$ cat src/rtl/core/assert_macros.svh
// ----------------------------------------------------------------------------
// assert_macros.svh
// Assertion macros shared by the bus decoder modules. Each macro samples on
// the rising edge of clk and is disabled while rst_n is low.
// ----------------------------------------------------------------------------
`ifndef ASSERT_MACROS_SVH
`define ASSERT_MACROS_SVH

`ifndef SYNTHESIS

// The condition holds at every clock edge.
`define AMD_ASSERT_ALWAYS(lbl, cond) \
  lbl: assert property (@(posedge clk) disable iff (!rst_n) (cond)) \
    else $error("assertion failed");

// When pre holds, post holds at the next clock edge.
`define AMD_ASSERT_NEXT(lbl, pre, post) \
  lbl: assert property (@(posedge clk) disable iff (!rst_n) (pre) |=> (post)) \
    else $error("assertion failed");

`else

`define AMD_ASSERT_ALWAYS(lbl, cond)
`define AMD_ASSERT_NEXT(lbl, pre, post)

`endif

`endif

$ cat src/rtl/core/amd_pkg.sv
// ----------------------------------------------------------------------------
// amd_pkg
// Types, sizes and codes shared by the bus decoder front, queue and back.
// ----------------------------------------------------------------------------
package amd_pkg;

  // Storage sizes.
  localparam int MEM_BYTES = 65536;
  localparam int MEM_AW    = $clog2(MEM_BYTES);
  localparam int BRK_DEPTH = 65536;
  localparam int BRK_AW    = $clog2(BRK_DEPTH);
  localparam int RX_DEPTH  = 256;
  localparam int RX_PW     = $clog2(RX_DEPTH);
  localparam int RX_CW     = $clog2(RX_DEPTH + 1);
  localparam int Q_DEPTH   = 2;
  localparam int Q_AW      = (Q_DEPTH > 1) ? $clog2(Q_DEPTH) : 1;
  localparam int Q_CW      = $clog2(Q_DEPTH + 1);

  // Serial port addresses.
  localparam logic [15:0] PORT_STATUS = 16'hF000;
  localparam logic [15:0] PORT_DATA   = 16'hF001;
  localparam logic [15:0] PORT_STRAP  = 16'hF002;

  // Status register values.
  localparam logic [7:0] ST_RX_READY = 8'h03;
  localparam logic [7:0] ST_RX_EMPTY = 8'h02;

  // Receive character translation.
  localparam logic [7:0] CH_DEL = 8'h7F;
  localparam logic [7:0] CH_BS  = 8'h08;
  localparam logic [7:0] CH_LF  = 8'h0A;
  localparam logic [7:0] CH_CR  = 8'h0D;
  localparam logic [7:0] RAM_FILL = 8'hFF;

  // Command codes.
  localparam logic [2:0] CMD_READ    = 3'd0;
  localparam logic [2:0] CMD_WRITE   = 3'd1;
  localparam logic [2:0] CMD_PUSH    = 3'd2;
  localparam logic [2:0] CMD_SET_BRK = 3'd3;
  localparam logic [2:0] CMD_CLR_BRK = 3'd4;

  // Configuration register indexes.
  localparam logic CFG_RAM_LOW  = 1'b0;
  localparam logic CFG_RAM_HIGH = 1'b1;

  // Classified operation carried from front to back.
  typedef enum logic [3:0] {
    OP_NOP,
    OP_RD_STATUS,
    OP_RD_DATA,
    OP_RD_STRAP,
    OP_RD_RAM,
    OP_RD_ERR,
    OP_WR_TX,
    OP_WR_IGN,
    OP_WR_RAM,
    OP_WR_ERR,
    OP_PUSH,
    OP_SET_BRK,
    OP_CLR_BRK
  } op_t;

  typedef struct packed {
    logic [2:0]  cmd;
    logic [15:0] address;
    logic [7:0]  data_in;
  } in_item_t;

  typedef struct packed {
    logic [7:0]  read_data;
    logic        tx_valid;
    logic [6:0]  tx_byte;
    logic        break_hit;
    logic [15:0] last_break_address;
    logic        bus_error;
    logic        rx_dropped;
  } out_item_t;

  typedef struct packed {
    op_t         op;
    logic [15:0] address;
    logic [7:0]  data;
  } q_entry_t;

  // Head of the queue as the back sees it.
  typedef struct packed {
    logic     valid;
    q_entry_t entry;
  } q_head_t;

  // Status from the back to the front.
  typedef struct packed {
    logic clearing;
  } back_stat_t;

endpackage

$ cat src/rtl/core/amd_queue.sv
// ----------------------------------------------------------------------------
// amd_queue
// Short queue of classified operations between the front and the back.
// ----------------------------------------------------------------------------
module amd_queue
  import amd_pkg::*;
(
  input  logic     clk,
  input  logic     rst_n,
  input  logic     push,
  input  q_entry_t entry,
  output logic     full,
  input  logic     pop,
  output q_head_t  head
);

  `include "assert_macros.svh"

  q_entry_t            slot_r [Q_DEPTH];
  logic [Q_AW-1:0]     wp_r, wp_nxt;
  logic [Q_AW-1:0]     rp_r, rp_nxt;
  logic [Q_CW-1:0]     cnt_r, cnt_nxt;
  logic                do_push, do_pop;

  assign full     = (cnt_r == Q_CW'(Q_DEPTH));
  assign do_push  = push && !full;
  assign do_pop   = pop && (cnt_r != '0);

  assign head.valid = (cnt_r != '0);
  assign head.entry = slot_r[rp_r];

  always_comb begin
    wp_nxt  = wp_r;
    rp_nxt  = rp_r;
    cnt_nxt = cnt_r;
    if (do_push) begin
      wp_nxt = (wp_r == Q_AW'(Q_DEPTH - 1)) ? '0 : wp_r + 1'b1;
    end
    if (do_pop) begin
      rp_nxt = (rp_r == Q_AW'(Q_DEPTH - 1)) ? '0 : rp_r + 1'b1;
    end
    if (do_push && !do_pop) begin
      cnt_nxt = cnt_r + 1'b1;
    end else if (do_pop && !do_push) begin
      cnt_nxt = cnt_r - 1'b1;
    end
  end

  always_ff @(posedge clk) begin
    if (!rst_n) begin
      wp_r  <= '0;
      rp_r  <= '0;
      cnt_r <= '0;
    end else begin
      wp_r  <= wp_nxt;
      rp_r  <= rp_nxt;
      cnt_r <= cnt_nxt;
    end
  end

  always_ff @(posedge clk) begin
    if (do_push) begin
      slot_r[wp_r] <= entry;
    end
  end

  // Occupancy stays within the queue depth.
  `AMD_ASSERT_ALWAYS(a_q_cnt_bound, cnt_r <= Q_CW'(Q_DEPTH))
  // A push into a full queue that is not popped leaves it full.
  `AMD_ASSERT_NEXT(a_q_stay_full, full && !pop, full)

endmodule

$ cat config.mk
export PLATFORM = sky130hd
export DESIGN_NAME = amd_queue
export DESIGN_NICKNAME = d
export VERILOG_FILES = /design/src/rtl/core/amd_pkg.sv /design/src/rtl/core/amd_queue.sv
export VERILOG_INCLUDE_DIRS = /design/src /design/src/rtl/core
export SDC_FILE = /design/constraint.sdc
export NUM_CORES = 1
export LEC_CHECK = 0
export ABC_AREA = 1
export BUFFER_PORTS_ARGS = -buffer_cell sky130_fd_sc_hd__buf_4
export CAP_MARGIN = 20
export CORE_MARGIN = 5
export CORE_UTILIZATION = 50
export CTS_CLUSTER_DIAMETER = 200
export DETAILED_ROUTE_END_ITERATION = 10
export PLACE_DENSITY = 0.73
export SLEW_MARGIN = 20
export SYNTH_ARGS = -nofsm -noshare
export SYNTH_HDL_FRONTEND = slang
export SYNTH_SLANG_ARGS = --single-unit
$ cat constraint.sdc
create_clock -name clk -period 5.6 [get_ports clk]
set_input_delay 1.68 -clock clk [delete_from_list [all_inputs] [get_ports clk]]
set_output_delay 1.68 -clock clk [all_outputs]
set_load 0.005 [all_outputs]
==> results_dict.tcl <==
set metrics [dict create \
    antennaDiodeCount 0 \
    outcome "complete, no violations" \
    power.leakage_nw 1.23 \
    crit_family "flip-flops" \
    worstPathCellList "mux2_2, buf_4" \
    p_comb_frac 0.237 \
    rsz0062_at_grt "no" \
    clkSlewWorstSetupHoldPaths_ns 0.06 \
    clockBufferDepth 2 \
    powerDensity_mw_per_mm2 441 \
    coreArea_mm2 0.00466 \
    start_kind "flip-flop" \
    dr.pass1.iters 4 \
    top_usage_layer "met2" \
    rows 25 \
    cp-end-kind "output port" \
    drt_first_iter_violations 48 \
    clock-sinks 61 \
    worst_pin_slew_ns 0.846 \
    relSlewSlack 0.436 \
    grt_pass1_vias 1387 \
    synth_adder_area_share 0.00528 \
    ioPinCount 62 \
    grt.met2_usage 0.232 \
    final_common_cell "buf_4" \
    fin_setup_tns_ns 0 \
    syn_inst 124 \
    synth_nets 157 \
    required_ns 3.92 \
    async_flop_share 0 \
    syn_area_mm2 0.00237 \
    synthSimpleGateAreaFrac 0.0301 \
    power_switching_share 0.247 \
    grt_usage 0.138 \
    max_stage_delay_ns 0.88 \
    fin_crit_sh 0.615 \
    final_core_util 0.660 \
    seq_area_frac_synth 0.752 \
    layout-drive-gt1-share 0.555 \
    grtUsageMet3 0.0420 \
    die_area_mm2 0.00621 \
    routedWlPerCell_um 15.3 \
    met1_usage 0.152 \
    power.switching_mw 0.336 \
    synth.yosys.warnings 0 \
    synth_edf_count 56 \
    grt-ovfl-total 0 \
    synth_top_area_cell "edfxtp_1" \
    timing.critical_path.buf_inv 1 \
    drtAntennaViolNets 0 \
    htreeDepth 3 \
    ctsResizeCount 0 \
    arrival_ns 1.77 \
    place_hpwl_mm 2.81 \
    clockPowerShare 0.301 \
    cts_tree "done" \
    crit_type "reg2out" \
    hold_viol 0 \
    fin_skew_ns 0.00380 \
    period_minus_slack_ns 3.45 \
    intPower_mw 1.02 \
    holdWs_ns 0.510 \
    route.detailed.drc 0 \
    cp_slowest_cell "dfxtp_2" \
    syn2layout_area_growth_pct 30.0 \
    yosys_register_bits 61 \
    seqCellArea_mm2 0.00178 \
    ys_types 16 \
    routed-via-count 1244 \
    fmax_mhz 290 \
    ctsHoldBuffers 0 \
    avgSynthCellArea_um2 19.1 \
    ir_drop_mv 0.288 \
    grt_max_degree 29 \
    grt_first_pass_wirelength_mm 6.34 \
    clk_latency_ns 0.32 \
    drv_slew 0 \
    fill_cells 333 \
    nets 228 \
    die_x_um 78.8 \
    hold_path_class "reg2reg" \
    gp_congestion 0.627 \
    antenna_found_initial 0 \
    wl_mm 3.89 \
    synthXorXnorAreaFrac 0 \
    multi_input_area_um2 510 \
    io_buffers 61 \
    synth_compound_area_frac 0.0132 \
    mostFrequentLayoutCells "buf_4, edfxtp_1, mux2_4" \
    synthTopCellsByArea "edfxtp_1, mux2_4, dfxtp_1" \
    yosysTopAreaCellShare 0.710 \
    synthMuxAreaShare 0.165 \
    synth_top_family_by_area "multiplexers" \
    die_height_um 78.8 \
    pwr-share-seq 0.462 \
    critPathMaxFanout 28 \
    setup_viol 0 \
    cts_root_buf "clkbuf_8" \
    vias_per_cell 4.90 \
    synthFlopType "edfxtp_1" \
    post_cts_buffers 0 \
    start_util 0.508 \
    drv_cap 0 \
    numCtsBuffers 9 \
]
## logic make-up (layout without fill, tap and decap cells)
kind of cell | after synthesis | count (layout)
AOI/OAI and AO/OA | 5 | 5
adders and majority gates | 1 | 1
buffers and inverters | 11 | 87
DFF | 61 | 61
muxes | 28 | 28
and+or+nand+nor | 18 | 18
## state kept, by name, indices dropped and copies added (netlist names), named ones only
register / flops
wp_r: 1
cnt_r: 2
rp_r: 1
slot_r: 56
## tightest hold or removal path: stages, from the launching register on
cell     delay, ns
dfxtp_1       0.33
nor2_1        0.06
nor2_1        0.09
## power by group through the flow
stage / Sequential [mW] / Combinational [mW] / Clock [mW]
finish: 0.627 / 0.322 / 0.409
global route: 0.635 / 0.355 / 0.443
CTS: 0.628 / 0.328 / 0.419
detailed placement: 0.638 / 0.327 / 0
global placement: 0.633 / 0.316 / 0
floorplan: 0.605 / 0.219 / 0
## through the flow
| step | worst slack [ns] | area [um2] | std cells | total power [mW] |
|---|---|---|---|---|
| global route | 2.06 | 3080 | 254 | 1.43 |
| detailed placement | 2.44 | 2860 | 238 | 0.965 |
| floorplan | 2.25 | 2370 | 124 | 0.824 |
| global placement | 2.48 | 2860 | 238 | 0.949 |
| CTS | 2.11 | 3080 | 254 | 1.38 |
| finish | 2.15 | 3080 | 254 | 1.36 |
## layer usage
metal / routed length (um) / vias to the layer above
li1: - / 603
met1: 1470 / 589
met2: 2040 / 45
met3: 313 / 7
met4: 70 / 0
met5: 0 / -
## final cells by class
type | count | share of cell area
flip-flops and latches | 61 | 0.579
well taps | 54 | 0.0220
multi-input cells | 52 | 0.166
repair buffers | 63 | 0.154
clock inverters | 7 | 0.0293
clock buffers | 9 | 0.0402
inverters | 8 | 0.00976
## cell usage after synthesis, types with 2 or more instances
library cell	number
mux2_2	8
nand2_1	7
buf_12	2
mux2_4	20
inv_1	8
nor2_1	9
edfxtp_1	56
o21ai_0	2
dfxtp_1	5
## worst paths after layout
kind / cells past startpoint / slack, ns / end / from
max: 2 / 2.15 / head[17] / flip-flop
min: 2 / 0.51 / rp_r$_SDFFE_PN0P_ / rp_r$_SDFFE_PN0P_
max reg2reg: 4 / 3.76 / slot_r[0][15]$_DFFE_PP_ / cnt_r[1]$_SDFFE_PN0P_
min reg2reg: 2 / 0.51 / rp_r$_SDFFE_PN0P_ / rp_r$_SDFFE_PN0P_
Power figures use the tool's default switching activity.
