[config.mk]
export PLATFORM = sky130hd
export DESIGN_NAME = amd_front
export DESIGN_NICKNAME = d
export VERILOG_FILES = /design/src/rtl/core/assert_macros.svh /design/src/rtl/core/amd_pkg.sv /design/src/rtl/core/amd_front.sv
export SDC_FILE = /design/constraint.sdc
export NUM_CORES = 1
export LEC_CHECK = 0
export BUFFER_PORTS_ARGS = -buffer_cell sky130_fd_sc_hd__buf_2
export CAP_MARGIN = 25
export CORE_ASPECT_RATIO = 0.75
export CORE_MARGIN = 4
export CORE_UTILIZATION = 52
export CTS_BUF_LIST = sky130_fd_sc_hd__clkbuf_8
export CTS_CLUSTER_DIAMETER = 80
export CTS_CLUSTER_SIZE = 12
export DETAILED_ROUTE_END_ITERATION = 8
export PLACE_DENSITY = 0.9
export SETUP_SLACK_MARGIN = 0.02
export SYNTH_ARGS = -nofsm -noshare
export SYNTH_HDL_FRONTEND = slang
export SYNTH_SLANG_ARGS = --single-unit
export TNS_END_PERCENT = 1
[constraint.sdc]
create_clock -name clk -period 1.8 [get_ports clk]
set_input_delay 0.18 -clock clk [delete_from_list [all_inputs] [get_ports clk]]
set_output_delay 0.18 -clock clk [all_outputs]
set_load 0.05 [all_outputs]
[src/rtl/core/assert_macros.svh]
// ----------------------------------------------------------------------------
// assert_macros.svh
// Assertion macros shared by the bus decoder modules. Each macro samples on
// the rising edge of clk and is disabled while rst_n is low.
// ----------------------------------------------------------------------------
`ifndef ASSERT_MACROS_SVH
`define ASSERT_MACROS_SVH

`ifndef SYNTHESIS

// The condition holds at every clock edge.
`define AMD_ASSERT_ALWAYS(lbl, cond) \
  lbl: assert property (@(posedge clk) disable iff (!rst_n) (cond)) \
    else $error("assertion failed");

// When pre holds, post holds at the next clock edge.
`define AMD_ASSERT_NEXT(lbl, pre, post) \
  lbl: assert property (@(posedge clk) disable iff (!rst_n) (pre) |=> (post)) \
    else $error("assertion failed");

`else

`define AMD_ASSERT_ALWAYS(lbl, cond)
`define AMD_ASSERT_NEXT(lbl, pre, post)

`endif

`endif

[src/rtl/core/amd_pkg.sv]
// ----------------------------------------------------------------------------
// amd_pkg
// Types, sizes and codes shared by the bus decoder front, queue and back.
// ----------------------------------------------------------------------------
package amd_pkg;

  // Storage sizes.
  localparam int MEM_BYTES = 65536;
  localparam int MEM_AW    = $clog2(MEM_BYTES);
  localparam int BRK_DEPTH = 65536;
  localparam int BRK_AW    = $clog2(BRK_DEPTH);
  localparam int RX_DEPTH  = 256;
  localparam int RX_PW     = $clog2(RX_DEPTH);
  localparam int RX_CW     = $clog2(RX_DEPTH + 1);
  localparam int Q_DEPTH   = 2;
  localparam int Q_AW      = (Q_DEPTH > 1) ? $clog2(Q_DEPTH) : 1;
  localparam int Q_CW      = $clog2(Q_DEPTH + 1);

  // Serial port addresses.
  localparam logic [15:0] PORT_STATUS = 16'hF000;
  localparam logic [15:0] PORT_DATA   = 16'hF001;
  localparam logic [15:0] PORT_STRAP  = 16'hF002;

  // Status register values.
  localparam logic [7:0] ST_RX_READY = 8'h03;
  localparam logic [7:0] ST_RX_EMPTY = 8'h02;

  // Receive character translation.
  localparam logic [7:0] CH_DEL = 8'h7F;
  localparam logic [7:0] CH_BS  = 8'h08;
  localparam logic [7:0] CH_LF  = 8'h0A;
  localparam logic [7:0] CH_CR  = 8'h0D;
  localparam logic [7:0] RAM_FILL = 8'hFF;

  // Command codes.
  localparam logic [2:0] CMD_READ    = 3'd0;
  localparam logic [2:0] CMD_WRITE   = 3'd1;
  localparam logic [2:0] CMD_PUSH    = 3'd2;
  localparam logic [2:0] CMD_SET_BRK = 3'd3;
  localparam logic [2:0] CMD_CLR_BRK = 3'd4;

  // Configuration register indexes.
  localparam logic CFG_RAM_LOW  = 1'b0;
  localparam logic CFG_RAM_HIGH = 1'b1;

  // Classified operation carried from front to back.
  typedef enum logic [3:0] {
    OP_NOP,
    OP_RD_STATUS,
    OP_RD_DATA,
    OP_RD_STRAP,
    OP_RD_RAM,
    OP_RD_ERR,
    OP_WR_TX,
    OP_WR_IGN,
    OP_WR_RAM,
    OP_WR_ERR,
    OP_PUSH,
    OP_SET_BRK,
    OP_CLR_BRK
  } op_t;

  typedef struct packed {
    logic [2:0]  cmd;
    logic [15:0] address;
    logic [7:0]  data_in;
  } in_item_t;

  typedef struct packed {
    logic [7:0]  read_data;
    logic        tx_valid;
    logic [6:0]  tx_byte;
    logic        break_hit;
    logic [15:0] last_break_address;
    logic        bus_error;
    logic        rx_dropped;
  } out_item_t;

  typedef struct packed {
    op_t         op;
    logic [15:0] address;
    logic [7:0]  data;
  } q_entry_t;

  // Head of the queue as the back sees it.
  typedef struct packed {
    logic     valid;
    q_entry_t entry;
  } q_head_t;

  // Status from the back to the front.
  typedef struct packed {
    logic clearing;
  } back_stat_t;

endpackage

[src/rtl/core/amd_front.sv]
// ----------------------------------------------------------------------------
// amd_front
// Holds the RAM window registers and classifies each accepted bus beat into
// an operation for the back.
// ----------------------------------------------------------------------------
module amd_front
  import amd_pkg::*;
(
  input  logic       clk,
  input  logic       rst_n,
  input  logic       cfg_we,
  input  logic       cfg_index,
  input  logic [15:0] cfg_data,
  input  logic       in_push,
  output logic       in_full,
  input  in_item_t   in_item,
  input  logic       q_full,
  input  back_stat_t back_stat,
  output logic       q_push,
  output q_entry_t   q_entry
);

  logic [15:0] ram_low_r,  ram_low_nxt;
  logic [15:0] ram_high_r, ram_high_nxt;
  logic        in_ram;
  logic        is_port;

  always_comb begin
    ram_low_nxt  = ram_low_r;
    ram_high_nxt = ram_high_r;
    if (cfg_we) begin
      unique case (cfg_index)
        CFG_RAM_LOW:  ram_low_nxt  = cfg_data;
        CFG_RAM_HIGH: ram_high_nxt = cfg_data;
        default: ;
      endcase
    end
  end

  always_ff @(posedge clk) begin
    if (!rst_n) begin
      ram_low_r  <= 16'h0000;
      ram_high_r <= 16'hFFFF;
    end else begin
      ram_low_r  <= ram_low_nxt;
      ram_high_r <= ram_high_nxt;
    end
  end

  assign in_ram = (in_item.address >= ram_low_r) && (in_item.address <= ram_high_r) &&
                  ({1'b0, in_item.address} < 17'(MEM_BYTES));
  assign is_port = (in_item.address == PORT_STATUS) || (in_item.address == PORT_STRAP);

  assign in_full = q_full || back_stat.clearing;
  assign q_push  = in_push && !in_full;

  always_comb begin
    q_entry.address = in_item.address;
    q_entry.data    = in_item.data_in;
    unique case (in_item.cmd)
      CMD_READ: begin
        if (in_item.address == PORT_STATUS)     q_entry.op = OP_RD_STATUS;
        else if (in_item.address == PORT_DATA)  q_entry.op = OP_RD_DATA;
        else if (in_item.address == PORT_STRAP) q_entry.op = OP_RD_STRAP;
        else if (in_ram)                        q_entry.op = OP_RD_RAM;
        else                                    q_entry.op = OP_RD_ERR;
      end
      CMD_WRITE: begin
        if (in_item.address == PORT_DATA) q_entry.op = OP_WR_TX;
        else if (is_port)                 q_entry.op = OP_WR_IGN;
        else if (in_ram)                  q_entry.op = OP_WR_RAM;
        else                              q_entry.op = OP_WR_ERR;
      end
      CMD_PUSH:    q_entry.op = OP_PUSH;
      CMD_SET_BRK: q_entry.op = OP_SET_BRK;
      CMD_CLR_BRK: q_entry.op = OP_CLR_BRK;
      default:     q_entry.op = OP_NOP;
    endcase
  end

endmodule

==> flow_summary.yaml, run 1 <==
yosys:
  ys_ff_latch: 32
  synth_flop_cell: "dfxtp_1"
  async_flop_share_pct: 0
  synth_commonest_cells: "nand2_1, inv_1, dfxtp_1, ha_1, buf_4"
  ys_types: 34
  yosys.area.top_type: "dfxtp_1"
  synth_most_common_cell: "nand2_1"
  synth.top_cell.area_share_pct: 28.6
  synthTopCellsByArea: "dfxtp_1, ha_1, nand2_1"
  synth_area_sq_um: 2240
  yosysWarningCount: 0
  ys_seq_area_share_pct: 28.6
  syn_inst: 287
  syn_area_per_cell_sq_um: 7.81
  synth_edf_count: 0
  syn_nets: 369
sta:
  hold_violations: 0
  fin_crit_ns: 2.22
  max_freq_ghz: 0.450
  fin_worst_skew_ns: 0
  relSlewSlack_pct: 63.1
  setup_ws_ns: -0.423
  whs_ns: 0.119
  worst_pin_slew_ns: 0.554
  finalSetupViolations: 1
  rsz0062_at_grt: "yes"
  min_period_over_period_pct: 123
  drv_slew: 0
critical_path:
  endpoint: "q_entry[24]"
  crit_required_ns: 1.62
  worst-r2r-setup-slack_ns: 1.08
  reg2reg_to: "ram_high_r[6]$_SDFFE_PN1P_"
  reg2reg_from: "ram_high_r[6]$_SDFFE_PN1P_"
  worstSetupPathType: "reg2out"
  crit_arrival_ns: 2.04
  crit_path_end_kind: "output port"
  worstSetupStartpoint: "ram_low_r[5]$_SDFFE_PN0P_"
  worstPathMaxFanout: 2
  start_kind: "flip-flop"
  rr_worst_depth: 3
min_path:
  whs_path_depth: 3
  hold_path.class: "in2reg"
die:
  die_area_sq_um: 5440
  io_pins: 80
  fp-row-count: 20
  coreArea_sq_um: 4100
  die_w_um: 83.8
  start_util_pct: 54.6
  die_y_um: 64.9
power:
  powerDensity_nw_per_um2: 672
  cellLeakagePower_nw: 1.38
  vdd.ir_drop.worst_mv: 0.557
grt:
  grt_first_pass_wirelength_um: 9280
  antenna_found_initial: 0
  grt_overflow: 0
  grt.total_usage_pct: 21.5
  grt_start_max_net_pins: 33
  grt_pass1_vias: 2106
cts:
  clk_latency_ns: 0.30
  postCtsSetupRepairBufs: 0
  clockRootBuffer: "clkbuf_8"
  cts_buffer_depth: 2
  clkSlewWorstSetupHoldPaths_ns: 0.07
  cts_made_buffers: 5
  cts_hold_buf: 0
  cts_tree: "built"
  cts.htree.levels: 2
  cts_sinks: 32
placement:
  place_congestion: 0.837
  dpl.hpwl_um: 4120
  dp.cells: 397
  dpl_cell_area_sq_um: 2620
  post-place-ws_ns: -0.263
  port_buffers: 63
final_layout:
  fin_nets: 431
  stdcell_area_sq_um: 2840
  syn2layout_area_growth_pct: 26.7
  diodes: 0
  final_cells: 405
  drive_gt1_share_pct: 34.9
detailed_routing:
  first_pass_iters: 4
  wl_um: 5750
  dr_total_vias: 2139
  viasPerCell: 5.28
  wl_per_cell_um: 14.2
  drc: 0
  ant_nets: 0
  drt-initial-drc-count: 95
job:
  cap_violations: 0
outcome:
  status: "finished with violations"
  violations: "setup timing"
[worst min path at each step]
stage	endpoint	startpoint	slack, ns
after floorplan	ram_low_r[12]$_SDFFE_PN0P_	cfg_data[12]	0.31
after global placement	q_entry[0]	in_item[0]	0.36
after detailed placement	q_entry[0]	in_item[0]	0.36
after CTS	ram_high_r[8]$_SDFFE_PN1P_	cfg_data[8]	0.12
after global routing	ram_high_r[0]$_SDFFE_PN1P_	cfg_data[0]	0.13
final	ram_high_r[6]$_SDFFE_PN1P_	cfg_data[6]	0.12
[stage by stage]
step / utilization (%) / power, mW / setup TNS [ns]
floorplan: - / 1.16 / -0.0312
global placement: 63.8 / 1.26 / -0.176
detailed placement: 63.8 / 1.28 / -0.263
CTS: 68.0 / 1.90 / -0.384
global route: 69.2 / 2.01 / -0.559
finish: 69.2 / 1.91 / -0.423
[repair_timing]
| item | 4_1_cts | 5_1_grt |
|---|---|---|
| resized for setup | 14 | 13 |
| endpoints found under the hold margin | 0 | 0 |
| endpoints found under the setup margin | 2 | 2 |
| pin swaps | 7 | 6 |
[where the power goes]
part	internal (mW)	switching, mW	total, mW	leakage (nW)
Sequential	0.749	0.0150	0.764	0.265
Combinational	0.215	0.335	0.550	1.06
Clock	0.305	0.290	0.595	0.0510
[critical path, stage by stage (launching register included)]
cell and delay (ns):
dfxtp_1 0.33, inv_1 0.04, ha_1 0.29, a21oi_1 0.17, o21ai_1 0.11, a221oi_2 0.23, o211ai_1 0.18, a31oi_4 0.22
buf_6 0.18
[cell usage in the layout (no fill, tap or decap), types with 2 or more instances in the layout]
cell type	Yosys	layout
clkinv_2	0	2
a21boi_1	2	2
buf_6	0	2
buf_4	24	27
nor2b_1	2	2
inv_1	36	32
buf_2	4	61
ha_1	32	27
o211ai_1	18	18
nor2_1	8	8
a221oi_2	0	2
nand2_1	57	57
a21oi_1	14	14
o21ai_0	7	3
nand3_1	3	3
dfxtp_2	0	4
o21ai_1	0	4
nand4_1	4	4
ha_4	0	5
dfxtp_1	32	28
clkbuf_8	0	6
nor4_4	0	2
a21boi_0	15	15
and4_1	2	2
inv_2	0	4
[cell families after synthesis]
kind of cell	count (synthesis)	share of synthesized area (%)
simple gates	88	18.2
buf+inv	71	16.1
compound gates	63	18.8
fa+ha+maj	32	17.9
flops	32	28.6
xor+xnor	1	0.391
[cell type report]
class | instances | area (sq um)
clock inverter | 2 | 10.0
multi-input combinational | 184 | 1370
tap | 55 | 68.8
clock buffer | 6 | 82.6
inverter | 36 | 135
fill | 326 | 1260
timing repair buffer | 90 | 531
sequential | 32 | 646
[state kept, by name, summed over array words and instances, names as in the netlist]
register / count
ram_low_r: 16
ram_high_r: 16
[metal layers]
layer  up-vias  GRT usage [%]  part of all wire, %
met5         -              0                    0
li1       1069              -                    -
met3        20           6.99                  8.0
met2        79           35.8                   47
met4         0           10.4                  2.8
met1       971           25.0                   42
(Power assumes the default switching activity.)
==> run 2: changes to the inputs <==
Settings changed: SKIP_LAST_GASP from default to 1, TNS_END_PERCENT 1 to 100.
==> flow_summary.yaml, run 2 (same netlist as run 1, synthesis figures left out) <==
placement:
  dp.cells: 397
  place_congestion: 0.837
  port_buffers: 63
  dpl.hpwl_um: 4120
  post-place-ws_ns: -0.263
  dpl_cell_area_sq_um: 2620
detailed_routing:
  dr_total_vias: 2130
  drc: 0
  ant_nets: 0
  wl_per_cell_um: 13.7
  drt-initial-drc-count: 133
  first_pass_iters: 4
  wl_um: 5560
  viasPerCell: 5.26
sta:
  hold_violations: 0
  fin_worst_skew_ns: 0
  whs_ns: 0.121
  setup_ws_ns: -0.419
  min_period_over_period_pct: 123
  finalSetupViolations: 1
  rsz0062_at_grt: "yes"
  worst_pin_slew_ns: 0.552
  fin_crit_ns: 2.22
  max_freq_ghz: 0.451
  relSlewSlack_pct: 63.2
  drv_slew: 0
die:
  fp-row-count: 20
  io_pins: 80
  die_area_sq_um: 5440
  die_y_um: 64.9
  coreArea_sq_um: 4100
  start_util_pct: 54.6
  die_w_um: 83.8
final_layout:
  layout_common_cells: "buf_2, nand2_1, inv_1, dfxtp_1, ha_1"
  mostFrequentLayoutCell: "buf_2"
  final_cells: 405
  stdcell_area_sq_um: 2790
  nFillCells: 340
  syn2layout_area_growth_pct: 24.2
  fin_nets: 431
  multi_input_area_sq_um: 1320
  drive_gt1_share_pct: 31.4
  diodes: 0
  seqCellArea_sq_um: 641
  reg_top3: "ram_high_r (16), ram_low_r (16)"
critical_path:
  worstSetupPathType: "reg2out"
  cp_num_buf_inv: 2
  crit_required_ns: 1.62
  cp_slowest_cell: "dfxtp_1"
  slowest_delay_ns: 0.34
  crit_path_end_kind: "output port"
  start_kind: "flip-flop"
  crit_arrival_ns: 2.04
  cp_cell_sequence: "inv_1, ha_1, nand4_1, nor4b_4, o21ai_1, o211ai_1, a31oi_4, buf_6"
  worstPathMaxFanout: 3
  cp_top_family: "simple AND/OR/NAND/NOR gates"
outcome:
  status: "finished with violations"
  violations: "setup timing"
grt:
  antenna_found_initial: 0
  grt_start_max_net_pins: 33
  grt_first_pass_wirelength_um: 8990
  grt_overflow: 0
  grt.total_usage_pct: 20.7
  grt_pass1_vias: 2047
cts:
  clkSlewWorstSetupHoldPaths_ns: 0.07
  postCtsSetupRepairBufs: 0
  cts.htree.levels: 2
  cts_buffer_depth: 2
  cts_made_buffers: 5
  cts_sinks: 32
  cts_hold_buf: 0
  clockRootBuffer: "clkbuf_8"
  cts_tree: "built"
  clk_latency_ns: 0.30
power:
  cellLeakagePower_nw: 1.38
  powerDensity_nw_per_um2: 679
  vdd.ir_drop.worst_mv: 0.556
  total_power_mw: 1.89
min_path:
  hold_path.class: "in2reg"
job:
  cap_violations: 0
[run 2: routing by layer]
layer | GRT usage, % | share of wire, %
met1 | 25.0 | 45
met2 | 33.6 | 46
met3 | 6.73 | 7.5
met4 | 9.84 | 2.1
met5 | 0 | 0
[run 2: report_power, final]
| part | internal (mW) | switching, mW |
|---|---|---|
| Clock | 0.305 | 0.291 |
| Combinational | 0.206 | 0.327 |
| Sequential | 0.748 | 0.0143 |
[run 2: worst register-to-register path: cells and delay by family, from the launching register on]
family | cells | cell delay [ns]
compound gates | 1 | 0.08
buf+inv | 2 | 0.20
flops | 1 | 0.30
[run 2: cell type report]
class	instances	share of cell area, %
well taps	55	2.47
clock buffers	6	2.96
clock inverters	2	0.359
inverters	36	4.85
multi-input cells	184	47.3
repair buffers	90	19.0
flip-flops and latches	32	23.0
[run 2: timing repair]
action | CTS | global route
setup endpoints to repair | 2 | 2
gates cloned | 0 | 0
gates resized for setup | 11 | 3
pin swaps | 7 | 2
[run 2: worst paths after layout]
kind	end	depth (start not counted)	slack, ns	from
setup / recovery	q_entry[24]	8	-0.42	ram_low_r[15]$_SDFFE_PN0P_
hold reg to reg	ram_low_r[13]$_SDFFE_PN0P_	2	0.46	ram_low_r[13]$_SDFFE_PN0P_
hold / removal	ram_high_r[6]$_SDFFE_PN1P_	3	0.12	cfg_data[6]
setup reg to reg	ram_high_r[6]$_SDFFE_PN1P_	3	1.08	ram_high_r[6]$_SDFFE_PN1P_
[run 2: stage by stage]
| step | util, % | TNS, ns |
|---|---|---|
| final | 67.9 | -0.419 |
| after global routing | 67.9 | -0.552 |
| after CTS | 67.3 | -0.404 |
| after detailed placement | 63.8 | -0.263 |
| after global placement | 63.8 | -0.176 |
| after floorplan | - | -0.0312 |
==> run 3: changes to the inputs <==
Settings changed: CORE_UTILIZATION 52 to 35, PLACE_DENSITY 0.9 to 0.67.
==> flow_summary.yaml, run 3 (same netlist as run 1, synthesis figures left out) <==
critical_path:
  cp_cell_sequence: "inv_1, ha_4, a21oi_1, o21ai_1, a221oi_2, o211ai_1, a31oi_4, buf_6"
  cp_num_buf_inv: 2
  cp_top_family: "compound AO/OA/AOI/OAI gates"
  crit_path_end_kind: "output port"
  worstPathMaxFanout: 2
  cp_slowest_cell: "dfxtp_2"
  slowest_delay_ns: 0.32
  crit_arrival_ns: 2.02
  worstSetupPathType: "reg2out"
  crit_required_ns: 1.62
  start_kind: "flip-flop"
sta:
  worst_pin_slew_ns: 0.581
  finalSetupViolations: 1
  drv_slew: 0
  fin_crit_ns: 2.20
  setup_ws_ns: -0.399
  max_freq_ghz: 0.455
  tns_ns: -0.399
  min_period_over_period_pct: 122
  whs_ns: 0.131
  hold_violations: 0
  relSlewSlack_pct: 61.3
  rsz0062_at_grt: "yes"
  fin_worst_skew_ns: 0
final_layout:
  finalCoreUtilization_pct: 50.3
  mostFrequentLayoutCell: "buf_2"
  stdcell_area_sq_um: 3020
  layout_common_cells: "buf_2, nand2_1, buf_4, inv_1, dfxtp_1"
  nFillCells: 590
  diodes: 0
  drive_gt1_share_pct: 40.6
  syn2layout_area_growth_pct: 34.7
  final_cells: 435
  reg_top3: "ram_high_r (16), ram_low_r (16)"
  fin_nets: 438
die:
  die_area_sq_um: 7760
  die_y_um: 77.3
  start_util_pct: 37.3
  die_w_um: 100
  coreArea_sq_um: 6010
  fp-row-count: 24
  io_pins: 80
detailed_routing:
  drt-initial-drc-count: 70
  wl_um: 6000
  first_pass_iters: 4
  viasPerCell: 4.79
  drc: 0
  ant_nets: 0
  dr_total_vias: 2085
  wl_per_cell_um: 13.8
grt:
  grt.total_usage_pct: 14.4
  grt_first_pass_wirelength_um: 8980
  antenna_found_initial: 0
  grt_start_max_net_pins: 33
  grt_pass1_vias: 1956
  grt_overflow: 0
placement:
  dp.cells: 422
  place_congestion: 0.835
  dpl_cell_area_sq_um: 2660
  port_buffers: 63
  post-place-ws_ns: -0.220
  dpl.hpwl_um: 4270
power:
  total_power_mw: 1.93
  powerDensity_nw_per_um2: 637
  vdd.ir_drop.worst_mv: 0.375
  cellLeakagePower_nw: 1.43
cts:
  cts_tree: "built"
  cts_sinks: 32
  clk_latency_ns: 0.28
  clkSlewWorstSetupHoldPaths_ns: 0.07
  clockRootBuffer: "clkbuf_8"
  cts.htree.levels: 2
  cts_buffer_depth: 2
  cts_made_buffers: 5
  cts_hold_buf: 0
outcome:
  violations: "setup timing"
  status: "finished with violations"
job:
  cap_violations: 0
min_path:
  hold_path.class: "in2reg"
==> run 3: worst register-to-register path: stages (launching register included) <==
cell      delay [ns]
dfxtp_2         0.32
inv_2           0.04
buf_4           0.12
buf_4           0.12
o211ai_1        0.15
==> run 3: what timing repair did <==
action                                  CTS  global route
resized for setup                        16            30
endpoints found under the setup margin    2             3
pin swaps                                 9            17
setup buffers                             1             4
==> run 3: final timing paths <==
| check | endpoint | slack, ns | start | cells after the start |
|---|---|---|---|---|
| max | q_entry[24] | -0.40 | ram_low_r[7]$_SDFFE_PN0P_ | 8 |
| min | ram_high_r[11]$_SDFFE_PN1P_ | 0.13 | cfg_data[11] | 3 |
| max reg2reg | ram_high_r[1]$_SDFFE_PN1P_ | 0.97 | ram_high_r[1]$_SDFFE_PN1P_ | 4 |
| min reg2reg | ram_low_r[7]$_SDFFE_PN0P_ | 0.46 | ram_low_r[7]$_SDFFE_PN0P_ | 2 |
==> run 3: power breakdown <==
part / internal (mW) / switching [mW] / leakage [nW] / total [mW]
combinational: 0.247 / 0.351 / 1.11 / 0.599
sequential: 0.749 / 0.0146 / 0.265 / 0.764
clock: 0.300 / 0.262 / 0.0538 / 0.563
==> run 3: final cells by class <==
cell class                      instances  area, sq um  area share, %
Clock buffer                            6         82.6           2.73
Multi-Input combinational cell        184         1460           48.5
Timing Repair Buffer                   97          586           19.4
Sequential cell                        32          648           21.5
Tap cell                               78         97.6           3.23
Clock inverter                          2         7.51          0.249
Inverter                               36          135           4.47
==> run 3: layer usage <==
layer | vias to the layer above | global-route usage [%] | wire length, um
met5 | - | 0 | 0
met4 | 0 | 3.10 | 25
met3 | 7 | 4.17 | 358
met2 | 55 | 22.5 | 2810
met1 | 940 | 19.7 | 2800
li1 | 1083 | - | -
